[src/hdl/edf_pkg.sv]
// Package for the EDF ready queue: transaction types, codes and sizes.
// No dependencies.
`timescale 1ns / 1ps
package edf_pkg;

  localparam int MAX_TASKS = 32;
  localparam int IDX_W     = $clog2(MAX_TASKS);
  localparam int CNT_W     = $clog2(MAX_TASKS + 1);

  typedef enum logic [1:0] {
    ACT_CREATE   = 2'd0,
    ACT_COMPLETE = 2'd1,
    ACT_EXPIRE   = 2'd2,
    ACT_FLUSH    = 2'd3
  } action_e;

  typedef enum logic [1:0] {
    ST_DONE      = 2'd0,
    ST_NOT_FOUND = 2'd1,
    ST_FULL      = 2'd2
  } status_e;

  typedef struct packed {
    logic [1:0]  action;
    logic [15:0] task_id;
    logic [23:0] relative_deadline;
    logic [31:0] now_ms;
  } item_t;

  typedef struct packed {
    logic        head_valid;
    logic [15:0] head_task_id;
    logic [31:0] head_deadline;
    logic [5:0]  active_count;
    logic [15:0] overdue_count;
    logic [15:0] last_overdue_id;
    logic [1:0]  status;
  } result_t;

  typedef struct packed {
    logic [15:0] id;
    logic [31:0] deadline;
  } entry_t;

  // Datapath operations issued by the controller
  typedef enum logic [3:0] {
    OP_NONE, OP_LOAD, OP_FULL, OP_CRD, OP_CINS, OP_CSHIFT,
    OP_RRD, OP_RCMP, OP_RFIN, OP_FLUSH, OP_HRD, OP_RESP
  } op_e;

  typedef enum logic [3:0] {
    S_IDLE, S_LOAD, S_C_RD, S_C_CMP, S_R_RD, S_R_CMP, S_H_RD, S_H_WAIT
  } state_e;

  // Status from datapath to controller
  typedef struct packed {
    logic [1:0] action;
    logic       full;
    logic       cur_zero;
    logic       cur_end;
    logic       dl_le;
  } dp_stat_t;

endpackage

[src/hdl/edf_ctrl.sv]
// Controller of the EDF ready queue: sequences insert, remove, flush and head read.
// Depends on edf_pkg.
`timescale 1ns / 1ps
module edf_ctrl (
  input  logic             clk_i,
  input  logic             rst_ni,
  input  logic             start,
  output logic             busy,
  input  edf_pkg::dp_stat_t stat_i,
  output edf_pkg::op_e     op_o
);
  import edf_pkg::*;

  state_e state_q, state_d;

  // State register
  always_ff @(posedge clk_i or negedge rst_ni) begin
    if (!rst_ni) state_q <= S_IDLE;
    else         state_q <= state_d;
  end

  // Next state and operation
  always_comb begin
    state_d = state_q;
    op_o    = OP_NONE;
    unique case (state_q)
      S_IDLE: begin
        if (start) begin
          op_o    = OP_LOAD;
          state_d = S_LOAD;
        end
      end
      S_LOAD: begin
        unique case (stat_i.action)
          ACT_CREATE: begin
            if (stat_i.full) begin
              op_o    = OP_FULL;
              state_d = S_H_RD;
            end else begin
              state_d = S_C_RD;
            end
          end
          ACT_COMPLETE, ACT_EXPIRE: state_d = S_R_RD;
          default: begin
            op_o    = OP_FLUSH;
            state_d = S_H_RD;
          end
        endcase
      end
      S_C_RD: begin
        if (stat_i.cur_zero) begin
          op_o    = OP_CINS;
          state_d = S_H_RD;
        end else begin
          op_o    = OP_CRD;
          state_d = S_C_CMP;
        end
      end
      S_C_CMP: begin
        if (stat_i.dl_le) begin
          op_o    = OP_CINS;
          state_d = S_H_RD;
        end else begin
          op_o    = OP_CSHIFT;
          state_d = S_C_RD;
        end
      end
      S_R_RD: begin
        if (stat_i.cur_end) begin
          op_o    = OP_RFIN;
          state_d = S_H_RD;
        end else begin
          op_o    = OP_RRD;
          state_d = S_R_CMP;
        end
      end
      S_R_CMP: begin
        op_o    = OP_RCMP;
        state_d = S_R_RD;
      end
      S_H_RD: begin
        op_o    = OP_HRD;
        state_d = S_H_WAIT;
      end
      S_H_WAIT: begin
        op_o    = OP_RESP;
        state_d = S_IDLE;
      end
      default: state_d = S_IDLE;
    endcase
  end

  assign busy = (state_q != S_IDLE);

endmodule

[src/hdl/edf_dpath.sv]
// Datapath of the EDF ready queue: sorted entry memory, counters, result register.
// Depends on edf_pkg.
`timescale 1ns / 1ps
module edf_dpath (
  input  logic              clk_i,
  input  logic              rst_ni,
  input  edf_pkg::op_e      op_i,
  input  edf_pkg::item_t    item_i,
  output edf_pkg::dp_stat_t stat_o,
  output logic              done_o,
  output edf_pkg::result_t  result_o
);
  import edf_pkg::*;

  entry_t           mem [MAX_TASKS];
  entry_t           rdata_q;
  item_t            in_q;
  logic [31:0]      abs_q;
  logic [CNT_W-1:0] cur_q, used_q;
  logic             found_q;
  logic [15:0]      ovd_q, last_q;
  status_e          status_q;
  logic             done_q;
  result_t          res_q;
  logic [32:0]      sum;
  logic [IDX_W-1:0] cur_idx, prev_idx;
  logic             id_match;

  assign sum      = {1'b0, item_i.now_ms} + {9'b0, item_i.relative_deadline};
  assign cur_idx  = cur_q[IDX_W-1:0];
  assign prev_idx = IDX_W'(cur_q - CNT_W'(1));
  assign id_match = (rdata_q.id == in_q.task_id);

  assign stat_o.action   = in_q.action;
  assign stat_o.full     = (used_q == CNT_W'(MAX_TASKS));
  assign stat_o.cur_zero = (cur_q == '0);
  assign stat_o.cur_end  = (cur_q == used_q);
  assign stat_o.dl_le    = (rdata_q.deadline <= abs_q);

  // Entry memory: one write and one registered read per cycle
  always_ff @(posedge clk_i) begin
    unique case (op_i)
      OP_CINS:   mem[cur_idx] <= '{id: in_q.task_id, deadline: abs_q};
      OP_CSHIFT: mem[cur_idx] <= rdata_q;
      OP_RCMP:   if (found_q) mem[prev_idx] <= rdata_q;
      default: ;
    endcase
    unique case (op_i)
      OP_CRD:  rdata_q <= mem[prev_idx];
      OP_RRD:  rdata_q <= mem[cur_idx];
      OP_HRD:  rdata_q <= mem[0];
      default: ;
    endcase
  end

  // Transaction payload, absolute deadline and result register
  always_ff @(posedge clk_i) begin
    if (op_i == OP_LOAD) begin
      in_q  <= item_i;
      abs_q <= sum[32] ? '1 : sum[31:0];
    end
    if (op_i == OP_RESP) begin
      res_q.head_valid      <= (used_q != '0);
      res_q.head_task_id    <= (used_q != '0) ? rdata_q.id : '0;
      res_q.head_deadline   <= (used_q != '0) ? rdata_q.deadline : '0;
      res_q.active_count    <= 6'(used_q);
      res_q.overdue_count   <= ovd_q;
      res_q.last_overdue_id <= last_q;
      res_q.status          <= status_q;
    end
  end

  // Control state: counts, cursor, status and strobe
  always_ff @(posedge clk_i or negedge rst_ni) begin
    if (!rst_ni) begin
      used_q   <= '0;
      ovd_q    <= '0;
      last_q   <= '0;
      cur_q    <= '0;
      found_q  <= 1'b0;
      status_q <= ST_DONE;
      done_q   <= 1'b0;
    end else begin
      done_q <= (op_i == OP_RESP);
      unique case (op_i)
        OP_LOAD: begin
          cur_q    <= (item_i.action == ACT_CREATE) ? used_q : '0;
          found_q  <= 1'b0;
          status_q <= ST_DONE;
        end
        OP_FULL:   status_q <= ST_FULL;
        OP_CINS:   used_q <= used_q + CNT_W'(1);
        OP_CSHIFT: cur_q <= cur_q - CNT_W'(1);
        OP_RCMP: begin
          if (!found_q && id_match) found_q <= 1'b1;
          cur_q <= cur_q + CNT_W'(1);
        end
        OP_RFIN: begin
          if (found_q) begin
            used_q <= used_q - CNT_W'(1);
            if (in_q.action == ACT_EXPIRE) begin
              if (ovd_q != '1) ovd_q <= ovd_q + 16'd1;
              last_q <= in_q.task_id;
            end
          end else begin
            status_q <= ST_NOT_FOUND;
          end
        end
        OP_FLUSH: begin
          used_q <= '0;
          ovd_q  <= '0;
          last_q <= '0;
        end
        default: ;
      endcase
    end
  end

  assign done_o   = done_q;
  assign result_o = res_q;

  a_used_range: assert property (@(posedge clk_i) disable iff (!rst_ni)
    used_q <= CNT_W'(MAX_TASKS)) else $error("active count beyond store size");
  a_head_valid: assert property (@(posedge clk_i) disable iff (!rst_ni)
    done_q |-> (res_q.head_valid == (res_q.active_count != '0)))
    else $error("head valid disagrees with count");
  a_strobe: assert property (@(posedge clk_i) disable iff (!rst_ni)
    done_q |=> !done_q) else $error("result strobe longer than one cycle");
  a_cursor: assert property (@(posedge clk_i) disable iff (!rst_ni)
    cur_q <= CNT_W'(MAX_TASKS)) else $error("cursor past end of store");

endmodule

[src/hdl/edf_ready_queue.sv]
// Top level of the EDF ready queue: controller plus datapath.
// Each transaction (create, complete, expire, flush) starts when start is high and
// busy low, and yields exactly one result on result_o marked by a one-cycle done_o;
// the receiver cannot stall it. A create walks the queue from its tail, shifting
// up each queued task with a later deadline; a complete or expire walks the whole
// queue; a flush or refused create goes straight to the head read. The next
// transaction can be accepted at the edge that takes the result. The time is set
// by the walk over the entry memory, one read and one compare or shift per entry.
// Depends on edf_pkg, edf_ctrl, edf_dpath.
`timescale 1ns / 1ps
module edf_ready_queue (
  input  logic             clk_i,
  input  logic             rst_ni,
  input  logic             start,
  output logic             busy,
  input  edf_pkg::item_t   item_i,
  output logic             done_o,
  output edf_pkg::result_t result_o
);
  import edf_pkg::*;

  op_e      op;
  dp_stat_t stat;

  edf_ctrl u_ctrl (
    .clk_i  (clk_i),
    .rst_ni (rst_ni),
    .start  (start),
    .busy   (busy),
    .stat_i (stat),
    .op_o   (op)
  );

  edf_dpath u_dpath (
    .clk_i    (clk_i),
    .rst_ni   (rst_ni),
    .op_i     (op),
    .item_i   (item_i),
    .stat_o   (stat),
    .done_o   (done_o),
    .result_o (result_o)
  );

endmodule

[config.mk]
export PLATFORM = sky130hd
export DESIGN_NAME = edf_ready_queue
export DESIGN_NICKNAME = d
export VERILOG_FILES = /design/src/hdl/edf_pkg.sv /design/src/hdl/edf_ctrl.sv /design/src/hdl/edf_dpath.sv /design/src/hdl/edf_ready_queue.sv
export SDC_FILE = /design/constraint.sdc
export NUM_CORES = 2
export LEC_CHECK = 0
export BUFFER_PORTS_ARGS = -buffer_cell sky130_fd_sc_hd__buf_4
export CORE_MARGIN = 10
export CORE_UTILIZATION = 55
export CTS_BUF_LIST = sky130_fd_sc_hd__clkbuf_4 sky130_fd_sc_hd__clkbuf_8
export CTS_CLUSTER_SIZE = 25
export DETAILED_ROUTE_END_ITERATION = 6
export PLACE_DENSITY = 0.74
export SYNTH_ARGS = -nofsm -noshare
export SYNTH_HDL_FRONTEND = slang
export SYNTH_SLANG_ARGS = --single-unit
[constraint.sdc]
create_clock -name clk_i -period 5.85 [get_ports clk_i]
set_clock_uncertainty 0.2 [all_clocks]
set_input_delay 0.585 -clock clk_i [delete_from_list [all_inputs] [get_ports clk_i]]
set_output_delay 0.585 -clock clk_i [all_outputs]
set_load 0.005 [all_outputs]
# == Yosys cells after proc, flatten, opt, wreduce, memory -nomap -nowiden ==
# Memory sizes are Yosys's and may differ from the RTL's.
# Cells that the tools add are included.
# totals
ff_bits,239
ramBits,1536
input_bits,77
output_inout_bits,91
mem_count,1
# op_classes
add_sub_neg,6
n_lt_le_gt_ge,1
eq_ne,30
n_mux,41
n_bitwise,1
n_reduce_logical,21
# mem_list
name,depth,width,read_ports,rd_ports_with_merged_regs,write_ports,line,rtl
u_dpath.mem,32,48,3,0,1,edf_dpath.sv:15,entry_t mem [MAX_TASKS];
# ops
cell,n
48-bit one-hot mux with 3 select lines,1
48-bit 2-to-1 mux,2
16-bit 2-to-1 mux,5
16-bit one-hot mux with 2 select lines,2
48-bit OR reduction,1
6-bit one-hot mux with 3 select lines,2
32-bit by 24-bit adder with 33-bit output,1
"4-bit by 3-bit == test with 1-bit output, second input constant",8
32-bit <= comparator,1
4-bit one-hot mux with 8 select lines,1
4-bit one-hot mux with 7 select lines,1
"16-bit by 1-bit adder with 16-bit output, second input constant",1
16-bit == test,1
"4-bit by 2-bit == test with 1-bit output, second input constant",4
"4-bit == test, second input constant",4
"16-bit inequality test, second input constant",1
"6-bit by 1-bit adder with 6-bit output, second input constant",2
3-bit 2-to-1 mux,4
6-bit 2-to-1 mux,2
3-bit nonzero test,4
"6-bit by 1-bit subtractor with 6-bit output, second input constant",2
1-bit 2-to-1 mux,11
"4-bit by 1-bit == test with 1-bit output, second input constant",2
4-bit 2-to-1 mux,2
other kinds (25),35

# == Depth between registers and ports, before layout ==
# logic_depth
ltp_word,9
mapped_depth,16
depth_no_buf,11

# == Cells and area by module ==
# A second synthesis with hierarchy kept.
# unflattened
cells_unflattened,4381
hier_area_um2,83501.3
# modules_own_cells
module,instances,cells_each,area_each_um2,seq_area_each_um2
edf_dpath,1,4336,83173.5,52940.8
edf_ctrl,1,45,327.8,75.1

# == Worst setup path after synthesis ==
# OpenSTA, ideal clock, no wires.
# synth_path
kind,flip-flop to flip-flop
from,reg u_dpath.cur_q[0]
to,"mem u_dpath.mem[0][0] (netlist name), enable pin"
t_arrival_ns,5.018
required_ns,5.196
path_slack_ns,0.179
stages_incl_launch_ff,15
n_path_buf,8
path_cell_list,dfrtp_1 > buf_2 > buf_2 > buf_2 > buf_2 > buf_2 > inv_1 > ha_1 > clkbuf_1 > clkbuf_1 > clkbuf_1 > nand2_1 > o21ai_0 > nand2_1 > nor2_1
# synth_between
elab_chain_cells,8
# synth_lines
element,line,rtl
start: declaration,edf_dpath.sv:19,"logic [CNT_W-1:0] cur_q, used_q;"
start signal: assignment,edf_dpath.sv:87,cur_q <= (item_i.action == ACT_CREATE) ? used_q : '0;
start signal: assignment,edf_dpath.sv:93,OP_CSHIFT: cur_q <= cur_q - CNT_W'(1);
start signal: assignment,edf_dpath.sv:96,cur_q <= cur_q + CNT_W'(1);
6-bit == test / 6-bit logical NOT (equally long branches),"edf_dpath.sv:37, edf_dpath.sv:36",
4-bit 2-to-1 mux / 3-bit 2-to-1 mux (equally long branches),"edf_ctrl.sv:69, edf_ctrl.sv:51",
4-bit one-hot mux with 8 select lines,edf_ctrl.sv:26,unique case (state_q)
4-bit by 3-bit == test with 1-bit output,edf_dpath.sv:42,unique case (op_i)
1-bit 2-to-1 mux,edf_dpath.sv:42,
1-bit 2-to-1 mux (on tied branches),"edf_dpath.sv:45, edf_dpath.sv:43, edf_dpath.sv:44",
48-bit OR reduction (no line) / 1-bit bitwise OR (equally long branches),-,
5-bit 2-to-1 mux (no line) / 1-bit 2-to-1 mux (equally long branches),-,
end: declaration,edf_dpath.sv:15,
# Parallel ways exist; a longest one is shown, timed or not.

# == Worst setup path in the final report ==
# layout_path
from,reg u_dpath.rdata_q[16] (netlist name)
to,"mem u_dpath.mem[14][0] (netlist name), data pin"
# layout_between
elab_chain_cells,8
# layout_lines
element,line,rtl
start: declaration,edf_dpath.sv:16,entry_t rdata_q;
start signal: assignment,edf_dpath.sv:49,OP_CRD: rdata_q <= mem[prev_idx];
start signal: assignment,edf_dpath.sv:50,OP_RRD: rdata_q <= mem[cur_idx];
start signal: assignment,edf_dpath.sv:51,OP_HRD: rdata_q <= mem[0];
32-bit <= comparator (*),edf_dpath.sv:38,assign stat_o.dl_le = (rdata_q.deadline <= abs_q);
1-bit 2-to-1 mux (*),edf_ctrl.sv:60,if (stat_i.dl_le) begin
4-bit one-hot mux with 8 select lines (*),edf_ctrl.sv:26,
4-bit by 3-bit == test with 1-bit output,edf_dpath.sv:42,
1-bit 2-to-1 mux,edf_dpath.sv:42,
1-bit 2-to-1 mux (on tied branches),"edf_dpath.sv:45, edf_dpath.sv:44",
48-bit OR reduction (no line) / 48-bit 2-to-1 mux (equally long branches),-,
48-bit 2-to-1 mux (no line) (*),-,
# Every way passes the cells marked *; elsewhere a longest branch is shown, timed or not.

==> summary.txt <==
Clock network
  • CTS clk-pin slew, worst paths: 0.06 ns
  • H-tree level count: 5
  • Clock tree root buffer cell: clkbuf_8
  • Clk sinks: 1774
  • CTS tree: yes
  • CTS Buf Count: 297
  • Clock latency on the worst-skew pair: 1.03 ns
  • Clock Path Buffers: 4
  • Post-CTS sizing: 0

Placement
  • RD Place Congestion: 0.9120
  • Post-Place Cell Area: 0.08743 mm^2
  • # port buffers: 167
  • DP HPWL: 134.0 mm

STA
  • Period utilisation layout: 79.52%
  • Tmin final: 4.652 ns
  • Fmax: 215.0 MHz
  • Unrepaired setup endpoints after global routing: false
  • TNS Setup: 0 ns
  • Slew margin rel.: 19.45%
  • Final-report hold violation count: 0
  • Setup-failing EPs final: 0
  • Pins Over Slew Limit: 0
  • Measured slew at the worst slew-check pin: 1.205 ns

Floorplanning
  • Ports: 168
  • DIE AREA: 0.1669 mm^2
  • Die height: 408.5 um
  • # rows: 142
  • Starting Density: 55.36%
  • Die width: 408.5 um
  • Core area: 0.1500 mm^2

Worst setup path
  • Worst-path cell with the longest stage delay: o21ai_2
  • Crit path cell chain: ha_1 > nand4_1 > nor4_1 > nand2b_1 > a311oi_4 > nor3_4 > buf_4 > o21ai_2
  • Crit-path max cell delay: 0.94 ns
  • Critical Path End Type: register
  • Crit Path Max Fanout: 32
  • CP Launch Type: register
  • Critical path class: register to register
  • WP data required: 6.29 ns
  • Data arrival, critical path: 5.09 ns

Power and ir drop
  • LEAKAGE: 30.29 nW
  • PD cells: 504.8 mW/mm^2
  • Peak VDD IR: 0.9121 mV

Routing
  • Antenna-violating nets left: 0
  • First-pass DRT Iterations: 6
  • DR WL/cell: 36.03 um
  • Vias: 48000
  • 1st-iter DRT viols: 7187
  • Via/cell ratio: 7.188
  • DR DRC count: 0
  • Final wirelength: 240.6 mm

Synth
  • Synth Warn #: 0
  • Main synth FF type: edfxtp_1
  • XOR/XNOR Fraction of Synth Area: 0.5456%
  • Mapped Cells: 4104
  • Post-synthesis compound-gate area fraction: 2.347%
  • Sequential fraction of the synthesis area: 63.86%
  • Post-synth EDFFs: 1723
  • Area leader, netlist: edfxtp_1
  • Mux contribution to synthesized area: 27.64%
  • Netlist cell types: 70
  • Post-synth ARST share: 2.875%
  • Synthesized net count: 4249
  • Post-synth top area share: 62.32%
  • Flops & latches, synth: 1774
  • Syn avg cell area: 20.23 um^2
  • Mapped Area: 0.08302 mm^2
  • Adder-cell area share of the yosys netlist: 1.043%
  • Post-Synth Simple-Gate Area: 2.785%
  • Top area cells in the synthesized netlist: edfxtp_1, mux4_2, dfrtp_1, mux2i_1, ha_1
  • Main combinational cell family by area after synthesis: multiplexers

Global routing
  • GRT overflow: 0
  • Initial antenna violation count: 11
  • Gr usage total: 28.65%
  • First-pass GRT wire length: 344.7 mm
  • Largest net degree at the start of global routing: 135
  • Vias in the first global route: 47580

Final layout
  • Fill cells: 10110
  • Layout cell share with drive strength beyond 1: 38.56%
  • Most common cell after layout, fill and taps aside: edfxtp_1
  • Layout area overhead: 12.61%
  • Post-route cell area: 0.09348 mm^2
  • Nets: 4608
  • Commonest cells after routing, fill and taps aside: edfxtp_1, mux4_2, clkbuf_8

Run
  • MaxCap Viol Count: 0

Min path
  • HP Class: input port to register

Outcome
  • Status: complete, no violations
[sequential cells by signal, indices dropped and copies added (netlist names)]
| name | flops |
|---|---|
| u_dpath.abs_q | 32 |
| u_dpath.stat_o | 2 |
| u_dpath.used_q | 6 |
| u_dpath.ovd_q | 16 |
| u_dpath.result_o | 89 |
| u_dpath.in_q | 16 |
| u_dpath.found_q | 1 |
| u_dpath.last_q | 16 |
| u_dpath.status_q | 2 |
| u_dpath.rdata_q | 48 |
| u_dpath.cur_q | 6 |
| u_ctrl.state_q | 3 |
| u_dpath.mem | 1536 |
| u_dpath.done_o | 1 |
[through the flow]
stage          hold slack (ns)  total power [W]  worst slack (ns)  util (%)  instances
4_1_cts               0.001196          0.04719             1.315     62.34       6676
3_5_place_dp            0.2312          0.03671             1.319     58.31       6124
3_3_place_gp            0.2301          0.03655             1.403     58.31       6124
6_report               0.07988          0.04719             1.198     62.34       6678
5_1_grt                0.04691          0.04906             1.027     62.34       6677
2_1_floorplan          0.08941          0.03118            0.1786         -       4104
[routing by layer]
layer,part of all wire (%),track usage [%],up-vias,routed length (um)
met4,4.1,11.24,12,9852
met5,0.032,0,-,76
met1,36,39.94,25120,86360
met2,46,42.41,3874,109900
met3,14,9.107,614,34480
li1,-,-,18390,-
[worst max-delay path: cells and delay by family, from the launching register on]
kind                       cells  cell delay, ns
AOI/OAI and AO/OA              2            1.42
and+or+nand+nor                4            1.34
DFF                            1            0.60
adders and majority gates      1            0.43
buffers and inverters          1            0.25
[cells in the mapped netlist (13+ instances only)]
library cell and count:
mux2_2 53, a2bb2oi_1 39, nand2_1 126, edfxtp_1 1723, or3_1 17, nor2_1 133, a21oi_1 70, nand4_1 15
o21ai_0 106, nand2b_1 13, o22ai_1 14, nor2b_1 65, nor3_1 29, xnor2_1 34, buf_2 153, clkbuf_1 119
ha_1 66, nand3_1 23, xor2_1 14, mux2i_1 93, dfrtp_1 51, mux4_2 951, inv_1 49, a21o_1 14
[power by group]
group | internal [W] | total, W | leakage, nW | switching [W]
combinational | 0.0104 | 0.0206 | 11.2 | 0.0103
sequential | 0.0151 | 0.0161 | 16.2 | 0.000931
clock | 0.00563 | 0.0105 | 2.90 | 0.00488
[final timing paths]
kind,from,to,slack (ns),cells past startpoint
worst max-delay path,u_dpath.rdata_q[16]$_DFFE_PP_,u_dpath.mem[14][0]$_DFFE_PP_,1.20,8
worst min-delay path,item_i[59],u_dpath.in_q[59]$_DFFE_PP_,0.08,2
worst max register to register,u_dpath.rdata_q[16]$_DFFE_PP_,u_dpath.mem[14][0]$_DFFE_PP_,1.20,8
worst min register to register,u_dpath.last_q[1]$_DFFE_PN0P_,u_dpath.result_o[3]$_DFFE_PP_,0.25,0
max in group asynchronous,rst_ni,u_dpath.cur_q[0]$_DFFE_PN0P_,4.71,4
min in group asynchronous,rst_ni,u_dpath.cur_q[2]$_DFFE_PN0P_,0.46,4
[repair_timing]
item	CTS	global route
setup buffers	0	0
hold endpoints to repair	95	0
hold buffers	56	0
[layout make-up]
type,count,area [um^2],share of cell area (%)
Tap cell,2016,2522,2.698
Sequential cell,1774,53030,56.73
Antenna cell,2,5.005,0.005354
Clock inverter,112,671.9,0.7187
Multi-Input combinational cell,1993,28870,30.89
Timing Repair Buffer,348,3396,3.632
Clock buffer,384,4797,5.131
Inverter,49,183.9,0.1967
[kinds of logic (layout without fill, tap and decap cells)]
logic type,count (synthesis),count (layout)
flip-flops,1774,1774
multiplexers,1097,1097
AND/OR/NAND/NOR,471,471
buffers and inverters,337,893
AO/OA/AOI/OAI,307,307
adder cells (fa/ha/maj),68,68
XOR/XNOR,50,50
other,0,2
Note: power is estimated with default switching activity, not from simulation.
